<file path="config.mk">
export PLATFORM = sky130hd
export DESIGN_NAME = udp_header_parse_checksum_verify_core
export DESIGN_NICKNAME = d
export VERILOG_FILES = /design/src/hw/rtl/udpck_pkg.sv /design/src/hw/rtl/udp_header_parse_checksum_verify_core.sv /design/src/hw/rtl/udpck_step.sv
export SDC_FILE = /design/constraint.sdc
export NUM_CORES = 1
export LEC_CHECK = 0
export ABC_AREA = 1
export BUFFER_PORTS_ARGS = -buffer_cell sky130_fd_sc_hd__buf_2
export CAP_MARGIN = 20
export CELL_PAD_IN_SITES_DETAIL_PLACEMENT = 2
export CELL_PAD_IN_SITES_GLOBAL_PLACEMENT = 2
export CORE_ASPECT_RATIO = 0.6
export CORE_UTILIZATION = 39
export CTS_CLUSTER_DIAMETER = 50
export CTS_CLUSTER_SIZE = 24
export DETAILED_ROUTE_END_ITERATION = 16
export GPL_TIMING_DRIVEN = 1
export PLACE_DENSITY = 0.93
export SLEW_MARGIN = 40
export SYNTH_ARGS = -nofsm -noshare
export SYNTH_HDL_FRONTEND = slang
export SYNTH_SLANG_ARGS = --single-unit
</file>
<file path="constraint.sdc">
create_clock -name clk -period 16.5 [get_ports clk]
set_clock_uncertainty 0.2 [all_clocks]
set_input_delay 3.3 -clock clk [delete_from_list [all_inputs] [get_ports clk]]
set_output_delay 3.3 -clock clk [all_outputs]
set_load 0.01 [all_outputs]
</file>
<file path="src/hw/rtl/udpck_pkg.sv">
// Shared types and constants for the UDP header parse and checksum verify block.
package udpck_pkg;

  localparam int unsigned MAX_BYTES_DEFAULT = 65535;
  // Width that holds any byte count or length for compares
  localparam int unsigned CMP_W = 17;
  localparam logic [15:0] UDP_PROTO = 16'd17;
  localparam logic [15:0] HDR_BYTES = 16'd8;

  typedef enum logic [1:0] {
    STATUS_OK   = 2'd0,
    STATUS_BAD  = 2'd1,
    STATUS_CSUM = 2'd2
  } udpck_status_t;

  // Per-datagram state kept between bytes
  typedef struct packed {
    logic [15:0] sum;
    logic [7:0]  held;
    logic [15:0] sport;
    logic [15:0] dport;
    logic [15:0] len;
    logic [15:0] csum;
  } udpck_hdr_t;

  typedef struct packed {
    udpck_status_t status;
    logic [15:0]   sport;
    logic [15:0]   dport;
    logic [15:0]   len;
    logic [15:0]   csum;
    logic [15:0]   pay;
  } udpck_result_t;

endpackage

</file>
<file path="src/hw/rtl/udp_header_parse_checksum_verify_core.sv">
// Top level of the UDP header parse and checksum verify block.
//
//   channel | handshake                     | payload
//   --------+-------------------------------+--------------------------------------------
//   in      | in_valid / in_stall  (input)  | data_byte, first_byte, last_byte,
//           |                               | source_address, destination_address
//   out     | out_valid / out_stall (output)| status, source_port, destination_port,
//           |                               | length_field, checksum_field, payload_length
//
// One byte request is taken every cycle unless in_stall holds it; the running ones'-complement
// add per byte is the loop that sets this rate. A result is registered when its last byte leaves the input stage.
// Synchronous active-high reset clears the input and result stages and all datagram state.
// A held result stalls the input stage only when the next byte is also a last byte.
module udp_header_parse_checksum_verify_core
  import udpck_pkg::*;
#(
  parameter int unsigned MAX_BYTES = MAX_BYTES_DEFAULT
) (
  input  logic        clk,
  input  logic        rst,
  input  logic        in_valid,
  output logic        in_stall,
  input  logic [7:0]  data_byte,
  input  logic        first_byte,
  input  logic        last_byte,
  input  logic [31:0] source_address,
  input  logic [31:0] destination_address,
  output logic        out_valid,
  input  logic        out_stall,
  output logic [1:0]  status,
  output logic [15:0] source_port,
  output logic [15:0] destination_port,
  output logic [15:0] length_field,
  output logic [15:0] checksum_field,
  output logic [15:0] payload_length
);

  localparam int unsigned CNT_W = $clog2(MAX_BYTES + 2);

  logic             s1_valid;
  logic [7:0]       s1_data;
  logic             s1_first;
  logic             s1_last;
  logic [31:0]      s1_sa;
  logic [31:0]      s1_da;
  logic [CNT_W-1:0] byte_counter;
  udpck_hdr_t       hdr;
  logic [CNT_W-1:0] count_next;
  udpck_hdr_t       hdr_next;
  udpck_result_t    step_result;
  udpck_result_t    res;
  logic             advance;
  logic             accept;

  udpck_step #(
    .MAX_BYTES(MAX_BYTES)
  ) u_step (
    .count               (byte_counter),
    .hdr                 (hdr),
    .data_byte           (s1_data),
    .first_byte          (s1_first),
    .last_byte           (s1_last),
    .source_address      (s1_sa),
    .destination_address (s1_da),
    .count_next          (count_next),
    .hdr_next            (hdr_next),
    .result              (step_result)
  );

  // A byte that makes no result always moves on; a last byte needs room in the result stage
  assign advance  = s1_valid && (!s1_last || !out_valid || !out_stall);
  assign in_stall = s1_valid && !advance;
  assign accept   = in_valid && !in_stall;

  always_ff @(posedge clk) begin
    if (rst) begin
      s1_valid     <= 1'b0;
      out_valid    <= 1'b0;
      byte_counter <= '0;
      hdr          <= '0;
    end else begin
      if (accept) begin
        s1_valid <= 1'b1;
      end else if (advance) begin
        s1_valid <= 1'b0;
      end
      if (advance) begin
        byte_counter <= count_next;
        hdr          <= hdr_next;
      end
      if (advance && s1_last) begin
        out_valid <= 1'b1;
      end else if (!out_stall) begin
        out_valid <= 1'b0;
      end
    end
  end

  always_ff @(posedge clk) begin
    if (accept) begin
      s1_data  <= data_byte;
      s1_first <= first_byte;
      s1_last  <= last_byte;
      s1_sa    <= source_address;
      s1_da    <= destination_address;
    end
    if (advance && s1_last) begin
      res <= step_result;
    end
  end

  assign status           = res.status;
  assign source_port      = res.sport;
  assign destination_port = res.dport;
  assign length_field     = res.len;
  assign checksum_field   = res.csum;
  assign payload_length   = res.pay;

`ifndef SYNTHESIS
  a_ok_payload : assert property (@(posedge clk) disable iff (rst)
    out_valid && (status == STATUS_OK) |-> payload_length == length_field - HDR_BYTES)
    else $error("payload length does not follow length field on good datagram");

  a_bad_payload : assert property (@(posedge clk) disable iff (rst)
    out_valid && (status != STATUS_OK) |-> payload_length == 16'h0000)
    else $error("payload length nonzero on rejected datagram");

  a_csum_nonzero : assert property (@(posedge clk) disable iff (rst)
    out_valid && (status == STATUS_CSUM) |-> checksum_field != 16'h0000)
    else $error("checksum mismatch reported with zero checksum field");

  a_count_sat : assert property (@(posedge clk) disable iff (rst)
    CMP_W'(byte_counter) <= CMP_W'(MAX_BYTES + 1))
    else $error("byte counter past saturation");
`endif

endmodule

</file>
<file path="src/hw/rtl/udpck_step.sv">
// Per-byte header capture, ones'-complement sum update and end-of-datagram verdict.
module udpck_step
  import udpck_pkg::*;
#(
  parameter int unsigned MAX_BYTES = MAX_BYTES_DEFAULT,
  localparam int unsigned CNT_W = $clog2(MAX_BYTES + 2)
) (
  input  logic [CNT_W-1:0] count,
  input  udpck_hdr_t       hdr,
  input  logic [7:0]       data_byte,
  input  logic             first_byte,
  input  logic             last_byte,
  input  logic [31:0]      source_address,
  input  logic [31:0]      destination_address,
  output logic [CNT_W-1:0] count_next,
  output udpck_hdr_t       hdr_next,
  output udpck_result_t    result
);

  // Bytes before this index are always summed; length field is complete from this index on
  localparam logic [CMP_W-1:0] LEN_DONE = CMP_W'(6);

  logic [CNT_W-1:0] idx;
  logic [CNT_W-1:0] cnt;
  logic [CMP_W-1:0] idx_w;
  logic [CMP_W-1:0] n_w;
  logic [CMP_W-1:0] len_w;
  udpck_hdr_t       base;
  udpck_hdr_t       cur;
  logic             include_byte;
  logic             add_word;
  logic [15:0]      word;
  logic [17:0]      asum;
  logic [16:0]      afold1;
  logic [15:0]      afold;
  logic [16:0]      wsum;
  logic [15:0]      wfold;
  logic [15:0]      pad;
  logic [18:0]      tot;
  logic [16:0]      tfold1;
  logic [15:0]      tfold;

  always_comb begin
    base  = first_byte ? '0 : hdr;
    idx   = first_byte ? '0 : count;
    idx_w = CMP_W'(idx);

    // Saturate at one past the largest accepted datagram
    if (idx_w <= CMP_W'(MAX_BYTES)) begin
      cnt = CNT_W'(idx + 1'b1);
    end else begin
      cnt = idx;
    end

    cur = base;
    if (idx_w < CMP_W'(HDR_BYTES)) begin
      case (idx[2:0])
        3'd0: cur.sport    = {data_byte, 8'h00};
        3'd1: cur.sport    = {base.sport[15:8], data_byte};
        3'd2: cur.dport    = {data_byte, 8'h00};
        3'd3: cur.dport    = {base.dport[15:8], data_byte};
        3'd4: cur.len      = {data_byte, 8'h00};
        3'd5: cur.len      = {base.len[15:8], data_byte};
        3'd6: cur.csum     = {data_byte, 8'h00};
        3'd7: cur.csum     = {base.csum[15:8], data_byte};
        default: cur.csum  = base.csum;
      endcase
    end

    include_byte = (idx_w < LEN_DONE) || (idx_w < CMP_W'(base.len));
    add_word     = include_byte && idx[0];
    word         = {base.held, data_byte};

    if (include_byte) begin
      cur.held = idx[0] ? 8'h00 : data_byte;
    end

    // Pseudo-header addresses seed the sum on the first byte
    asum   = 18'(source_address[31:16]) + 18'(source_address[15:0])
           + 18'(destination_address[31:16]) + 18'(destination_address[15:0]);
    afold1 = 17'(asum[15:0]) + 17'(asum[17:16]);
    afold  = afold1[15:0] + 16'(afold1[16]);

    wsum  = 17'(base.sum) + 17'(word);
    wfold = wsum[15:0] + 16'(wsum[16]);

    if (first_byte) begin
      cur.sum = afold;
    end else if (add_word) begin
      cur.sum = wfold;
    end

    // Final check folds word, odd pad, protocol and length in one pass
    pad    = cur.len[0] ? {cur.held, 8'h00} : 16'h0000;
    tot    = 19'(base.sum) + (add_word ? 19'(word) : 19'd0) + 19'(pad)
           + 19'(UDP_PROTO) + 19'(cur.len);
    tfold1 = 17'(tot[15:0]) + 17'(tot[18:16]);
    tfold  = tfold1[15:0] + 16'(tfold1[16]);

    n_w   = CMP_W'(cnt);
    len_w = CMP_W'(cur.len);

    result.sport = cur.sport;
    result.dport = cur.dport;
    result.len   = cur.len;
    result.csum  = cur.csum;
    result.pay   = 16'h0000;
    if (n_w < CMP_W'(HDR_BYTES)) begin
      result.status = STATUS_BAD;
      result.sport  = 16'h0000;
      result.dport  = 16'h0000;
      result.len    = 16'h0000;
      result.csum   = 16'h0000;
    end else if ((n_w > CMP_W'(MAX_BYTES)) || (cur.len < HDR_BYTES) || (len_w > n_w)) begin
      result.status = STATUS_BAD;
    end else if ((cur.csum != 16'h0000) && (tfold != 16'hFFFF)) begin
      result.status = STATUS_CSUM;
    end else begin
      result.status = STATUS_OK;
      result.pay    = cur.len - HDR_BYTES;
    end

    // Drop all datagram state after the last byte
    if (last_byte) begin
      hdr_next   = '0;
      count_next = '0;
    end else begin
      hdr_next   = cur;
      count_next = cnt;
    end
  end

endmodule

</file>
**After elaboration in Yosys (flattened, before gate mapping)**

Index checks and enable logic that the tools add are counted.
W data, S select, Z words.

- Input bits: 78
- Word-level logic and storage cells: 94
- Output and inout bits: 84
- Register bits: 263

- Muxes and demuxes: 21
- Reduce and logical (&&, ||, !) cells: 21
- $add $sub $neg: 15
- Order comparisons: 8
- Equality and inequality tests: 9

Operator list:

| kind | count |
|---|---|
| $mux W88 | 2 |
| $pmux W16 S2 | 4 |
| $mux W16 | 4 |
| $mux W64 | 1 |
| $mux W17 | 3 |
| $add A16 B1 Y16 | 3 |
| $add A19 B16 Y19 | 2 |
| $add A18 B16 Y18 | 2 |
| $add A16 B16 Y17 | 2 |
| $lt A17 B4 Y1 const B | 2 |
| $add A16 B19 Y19 | 1 |
| $add A19 B5 Y19 const B | 1 |
| $add A16 B2 Y17 | 1 |
| $add A16 B3 Y17 | 1 |
| $add A17 B1 Y17 const B | 1 |
| $gt A16 B17 Y1 | 1 |
| $gt A17 B16 Y1 const B | 1 |
| $le A17 B16 Y1 const B | 1 |
| $lt A17 B16 Y1 | 1 |
| $lt A17 B3 Y1 const B | 1 |
| $lt A16 B4 Y1 const B | 1 |
| $mux W8 | 2 |
| $ne A16 B16 Y1 const B | 1 |
| $reduce_bool A16 Y1 | 1 |
| 14 further kinds | 34 |

**Depth between registers and ports, before layout**

- Depth after elaboration: 14
- Depth in mapped cells: 67
- Gate-level depth less buffers: 59

**By module**

A second synthesis with hierarchy kept.

- Cell total of the unflattened synthesis: 2647
- Area, all modules: 19523.7 um^2

By module, submodules not included:

| module | times used | cells each | area an instance (um^2) | seq. area each (um^2) |
|---|---|---|---|---|
| udpck_step | 1 | 1788 | 9992.1 | 0.0 |
| udp_header_parse_checksum_verify_core | 1 | 859 | 9531.6 | 6826.5 |

**Worst setup path before layout**

No wires, ideal clock.

- Path type: register to register
- Start point: register s1_first
- End point: register res, in the netlist payload_length[7] (data pin)
- Buffers on the path: 9
- Period minus slack after synthesis: 9106 ps
- Stages on the path, launching flop included: 65
- Required time: 16041 ps
- Data arrival time: 8647 ps
- Setup slack: 7394 ps
- Path through: edfxtp_1 buf_6 inv_6 buf_6 clkbuf_1 clkbuf_1 buf_1 nand2_1 ha_1 nand2_1 nor2_1 a211oi_1 nand2_1 nand2_1 nand3_1 nand2_1 nand2_1 inv_1 [29 not listed] nand2_1 nor2_1 nand3_1 nor2_1 nand2_1 nor2_1 nand2_1 nor2_1 nand2_1 nor2_1 nand3_1 nand2_1 inv_1 nand3_1 nand2_1 nand2_4 buf_12 nor2_4

- Longest elaborated chain between the ends: 14
- Elaborated cells between the ends (all ways): 38
- Classes of those cells: add/sub (8); order compare (8); eq/ne (5); mux (10); reduce/logical (7)

RTL lines:

| item | line | source |
|---|---|---|
| start: declaration | udp_header_parse_checksum_verify_core.sv:42 | `logic s1_first;` |
| start signal: assignment | udp_header_parse_checksum_verify_core.sv:102 | `s1_first <= first_byte;` |
| $mux W17 or $mux W88 (tied branches) | udpck_step.sv:45, udpck_step.sv:44 |  |
| $lt A17 B3 Y1 or $lt A17 B16 Y1 (tied branches) | udpck_step.sv:70 | `include_byte = (idx_w < LEN_DONE) \|\| (idx_w < CMP_W'(base.len));` |
| $logic_or A1 B1 Y1 | udpck_step.sv:70 |  |
| $logic_and A1 B1 Y1 | udpck_step.sv:71 | `add_word = include_byte && idx[0];` |
| $mux W16 | udpck_step.sv:95 | `tot = 19'(base.sum) + (add_word ? 19'(word) : 19'd0) + 19'(pad)` |
| $add A16 B19 Y19 | udpck_step.sv:95 |  |
| $add A19 B16 Y19 | udpck_step.sv:95 |  |
| $add A19 B5 Y19 | udpck_step.sv:96 | `+ 19'(UDP_PROTO) + 19'(cur.len);` |
| $add A19 B16 Y19 | udpck_step.sv:96 |  |
| $add A16 B3 Y17 | udpck_step.sv:97 | `tfold1 = 17'(tot[15:0]) + 17'(tot[18:16]);` |
| $add A16 B1 Y16 | udpck_step.sv:98 | `tfold = tfold1[15:0] + 16'(tfold1[16]);` |
| $ne A16 B16 Y1 | udpck_step.sv:116 | `end else if ((cur.csum != 16'h0000) && (tfold != 16'hFFFF)) begin` |
| $logic_and A1 B1 Y1 | udpck_step.sv:116 |  |
| $reduce_or A3 Y1 (no source line) | -- |  |
| end signal: assignment | udp_header_parse_checksum_verify_core.sv:108 | `res <= step_result;` |
| end: declaration | udp_header_parse_checksum_verify_core.sv:51 | `udpck_result_t res;` |

Several ways; a longest one is shown, not always the timed one.
A chain may end at the register's enable or synchronous reset.

**Worst setup path after layout**

- Start point: register s1_first
- End point: register res, in the netlist payload_length[4] (data pin)

The elaborated chain is that of the path after synthesis.

==> results.md <==
- After the first detailed-routing iteration, the DRC count stood at approximately 2100.
- The final cell area excluding filler cells is 21600 um^2.
- After detailed placement, the total cell area comes to 20600 um^2.
- The highest layer used for signal routing is met5.
- For this design the static power due to leakage is between 9 and 10 nW.
- edfxtp_1 takes more of the synthesized area than any other cell.
- The vertical die dimension is 173 um.
- The routed wirelength normalized by instance count is 31.6 um.
- The data arrival time of the critical path is 13.36 ns.
- The worst path uses a little under 80% of the clock period.
- Across the run, the number of max-cap violations was 0.
- The die width is 288 um.
- The count of fill cells added during filler insertion is 5540.
- The area of all sequential standard cells is around 6800 um^2.
- Routability-driven placement finished with a final weighted congestion of between 0.9 and 1.
- The multi-input combinational cells in the finished layout cover a total of 10300 um^2.
- Clock latency on the worst-skew pair, taken at its later pin, is 0.65 ns.
- The number of post-CTS setup repair buffers is 0.
- Setup repair after global routing left no endpoint under its margin.
- The first global-routing pass estimated 156000 um of wire.
- The routed design uses 8610 um of met3 wire.
- The antenna violation net count after detailed routing is 0.
- The maximum number of pins on one net before global-route repair is 84.
- In the final layout, the share of cells above drive strength 1 is 13.0%.
- The number of nets produced by synthesis is 2788.
- The source of the critical timing path is s1_first.
- Sorting the synthesized cells by area gives the leading types as edfxtp_1 (25%), nand2_1 (13%), dfxtp_1 (11%), inv_1 (8.3%), ha_1 (7.9%).
- The clock period minus final worst setup slack is 13.10 ns.
- The area added between synthesis and finish is 13.2%.
- The mean instance size in the synthesized netlist is 7.51 um^2.
- For this run, the top clock speed supported by timing is 76.3 MHz.
- For this run, asynchronously set or reset flops after synthesis account for 0%.
- In the post-synthesis netlist, the cell with the most instances is nand2_1.
- No sink is reached through more buffers than the 3 on the longest clock path.
- TritonCTS built the clock tree.
- After detailed routing, the wire length on met1 is 42700 um.
- The flow ran to the end, and the final reports show no timing, DRC or antenna violations.
- The detailed-route wire length is 106000 um.
- Before antenna repair, the detailed router went through 5 iterations.
- The cell repeated most along the worst path is nand2_1.
- The number of antenna diodes in the final layout is 0.
- The via count of the first global-routing pass was 22800.
- The type of element capturing the critical path is a flip-flop.
- The maximum vdd drop is 0.101 mV.
- The path class of the tightest hold or removal check is reg -> reg.
- The startpoint of the most critical hold path is hdr[85].
- In this run, distinct cell masters in the synthesized netlist total 61.
- Synthesis inferred 263 register bits.
- The number of warning messages in the yosys log is 0.
- Dividing total power by cell area gives a power density of 99.2 nW/um^2.
- Buffers placed on the I/O ports in this run total 161.
- For this run the aggregate overflow at the end of global routing stands at 0.
- The die covers 49900 um^2.
- The max-slew violation count is 0.
- The aggregate negative setup slack is 0 ns.
- The number of antenna violations at the first check in global routing is 4.
- Detailed placement ended at an HPWL of about 70000 um.
- Clock-pin slew was measured on the worst setup and hold paths at about 0.070 ns.
- The clock drives roughly 260 sinks.
- In the global route stage, overall resource usage came out at 41.9%.
- The number of cells produced by synthesis is roughly 2500.
- The slowest stage of the critical path is the inv_2 cell.
- The synthesized design contains 156 enable-type register cells.
- The most used flip-flop cell after synthesis is edfxtp_1.
- In the synthesized netlist, the cells that appear most often are nand2_1 (640), inv_1 (425), nor2_1 (258).
- Of the post-synthesis cell area, the dominant cell type holds 24.5%.
- The relative slew slack is 41.0%.
- The reg-to-reg critical path startpoint is s1_first.
- In this run the count of I/O pins placed on the die edge is 162.
- The detailed router placed just over 20000 vias in this run.
- In this run, CTS created clock tree buffers numbering 30.
- The clock tree root buffer cell is clkbuf_16.
- The number of hold buffers added after cts is 0.
- The synthesized area is 19100 um^2.
- The total of endpoints with negative setup slack in the final report is 0.
- The number of remaining DRC errors is 0.
- For this run, the register share of the synthesized area comes to between 30% and 40%.
- The required time at the worst-slack endpoint is roughly 17 ns.
- Post-CTS repair changed the size of 0 cells.
- The initialized floorplan defines 62 standard-cell rows.
- After detailed routing, the number of vias per cell comes to 6.16.
- The hold violation total from the final report is 0.
- The classification of the worst setup path is reg -> reg.
- After detailed routing, the met2 layer carries 48300 um of wire.
- The largest incremental delay on the critical path is 0.77 ns.
- For this configuration, the core starts out at a cell density of 39.7%.
- The placeable core area is 48100 um^2.
- The measured slew at the worst slew-check pin is just under 0.9 ns.
- The net count of the finished layout is between 2000 and 3000.
- In this run the number of H-tree levels came out at 1.
- In this run the worst path has a maximum fanout of 52.
- The launching element type of the critical path is a flip-flop.
[worst paths after layout]
| kind | end | depth (start not counted) | slack (ns) |
|---|---|---|---|
| worst min register to register | hdr[85] | 2 | 0.29 |
| worst min-delay path | hdr[85] | 2 | 0.29 |
| worst max register to register | payload_length[4] | 58 | 3.40 |
| worst max-delay path | payload_length[4] | 58 | 3.40 |
[logic make-up (layout without fill, tap and decap cells)]
| family | count (synthesis) | after routing | share of synthesized area, % |
|---|---|---|---|
| flops | 263 | 263 | 35.7 |
| simple gates | 1200 | 1200 | 27.5 |
| fa+ha+maj | 165 | 165 | 12.6 |
| compound gates | 354 | 354 | 11.1 |
| xor+xnor | 57 | 57 | 2.61 |
| buf+inv | 506 | 677 | 10.4 |
[metal layers]
layer | GRT usage, % | up-vias
li1 | - | 8516
met1 | 52.4 | 10500
met5 | 0 | -
met2 | 66.9 | 1165
met3 | 9.86 | 448
met4 | 22.7 | 8
[report_power, final]
group	total, mW	internal (mW)	leakage (nW)	switching (mW)
combinational	0.654	0.170	6.97	0.484
clock	0.762	0.369	0.516	0.393
sequential	0.728	0.713	2.37	0.0153
[flip-flops by register name, summed over array words and instances (netlist names)]
name,cells
hdr,88
s1_last,1
destination_port,16
byte_counter,17
payload_length,16
checksum_field,16
out_valid,1
s1_first,1
s1_valid,1
s1_data,8
length_field,16
status,2
s1_da,32
source_port,16
s1_sa,32
[worst max-delay path: cells and delay by family (launching register included)]
| family | cells | cell delay [ns] |
|---|---|---|
| compound gates | 4 | 0.93 |
| xor+xnor | 1 | 0.16 |
| flops | 1 | 0.34 |
| buf+inv | 6 | 2.07 |
| fa+ha+maj | 7 | 2.41 |
| simple gates | 40 | 6.72 |
[stage by stage]
step,hold WS [ns],setup WS [ns],power [mW],util (%),instances
floorplan,0.245,7.39,1.11,-,2545
global placement,0.251,5.72,1.25,42.7,3300
detailed placement,0.265,4.88,1.32,42.7,3300
CTS,0.283,3.97,2.11,45.0,3356
global route,0.308,3.01,2.19,45.0,3356
finish,0.285,3.40,2.14,45.0,3356
[area by class of cell]
cell class	count	share of cell area [%]
Sequential cell	263	31.6
Tap cell	640	3.70
Timing Repair Buffer	175	4.27
Multi-Input combinational cell	1776	47.7
Inverter	446	7.80
Clock buffer	34	3.64
Clock inverter	22	1.28
[layout by cell type, fill, tap and decap left out, drive strengths merged, types with 13 or more instances in the layout]
cell type,instances
o21ai,67
nor2,279
clkbuf,35
dfxtp,107
o22ai,43
a21oi,180
nand4,42
buf,174
or2,19
a22oi,23
nor3,21
o21bai,13
xnor2,13
ha,120
fa,45
edfxtp,156
clkinv,16
inv,452
nand2,669
nand3,162
xor2,44
Power figures use the tool's default switching activity.
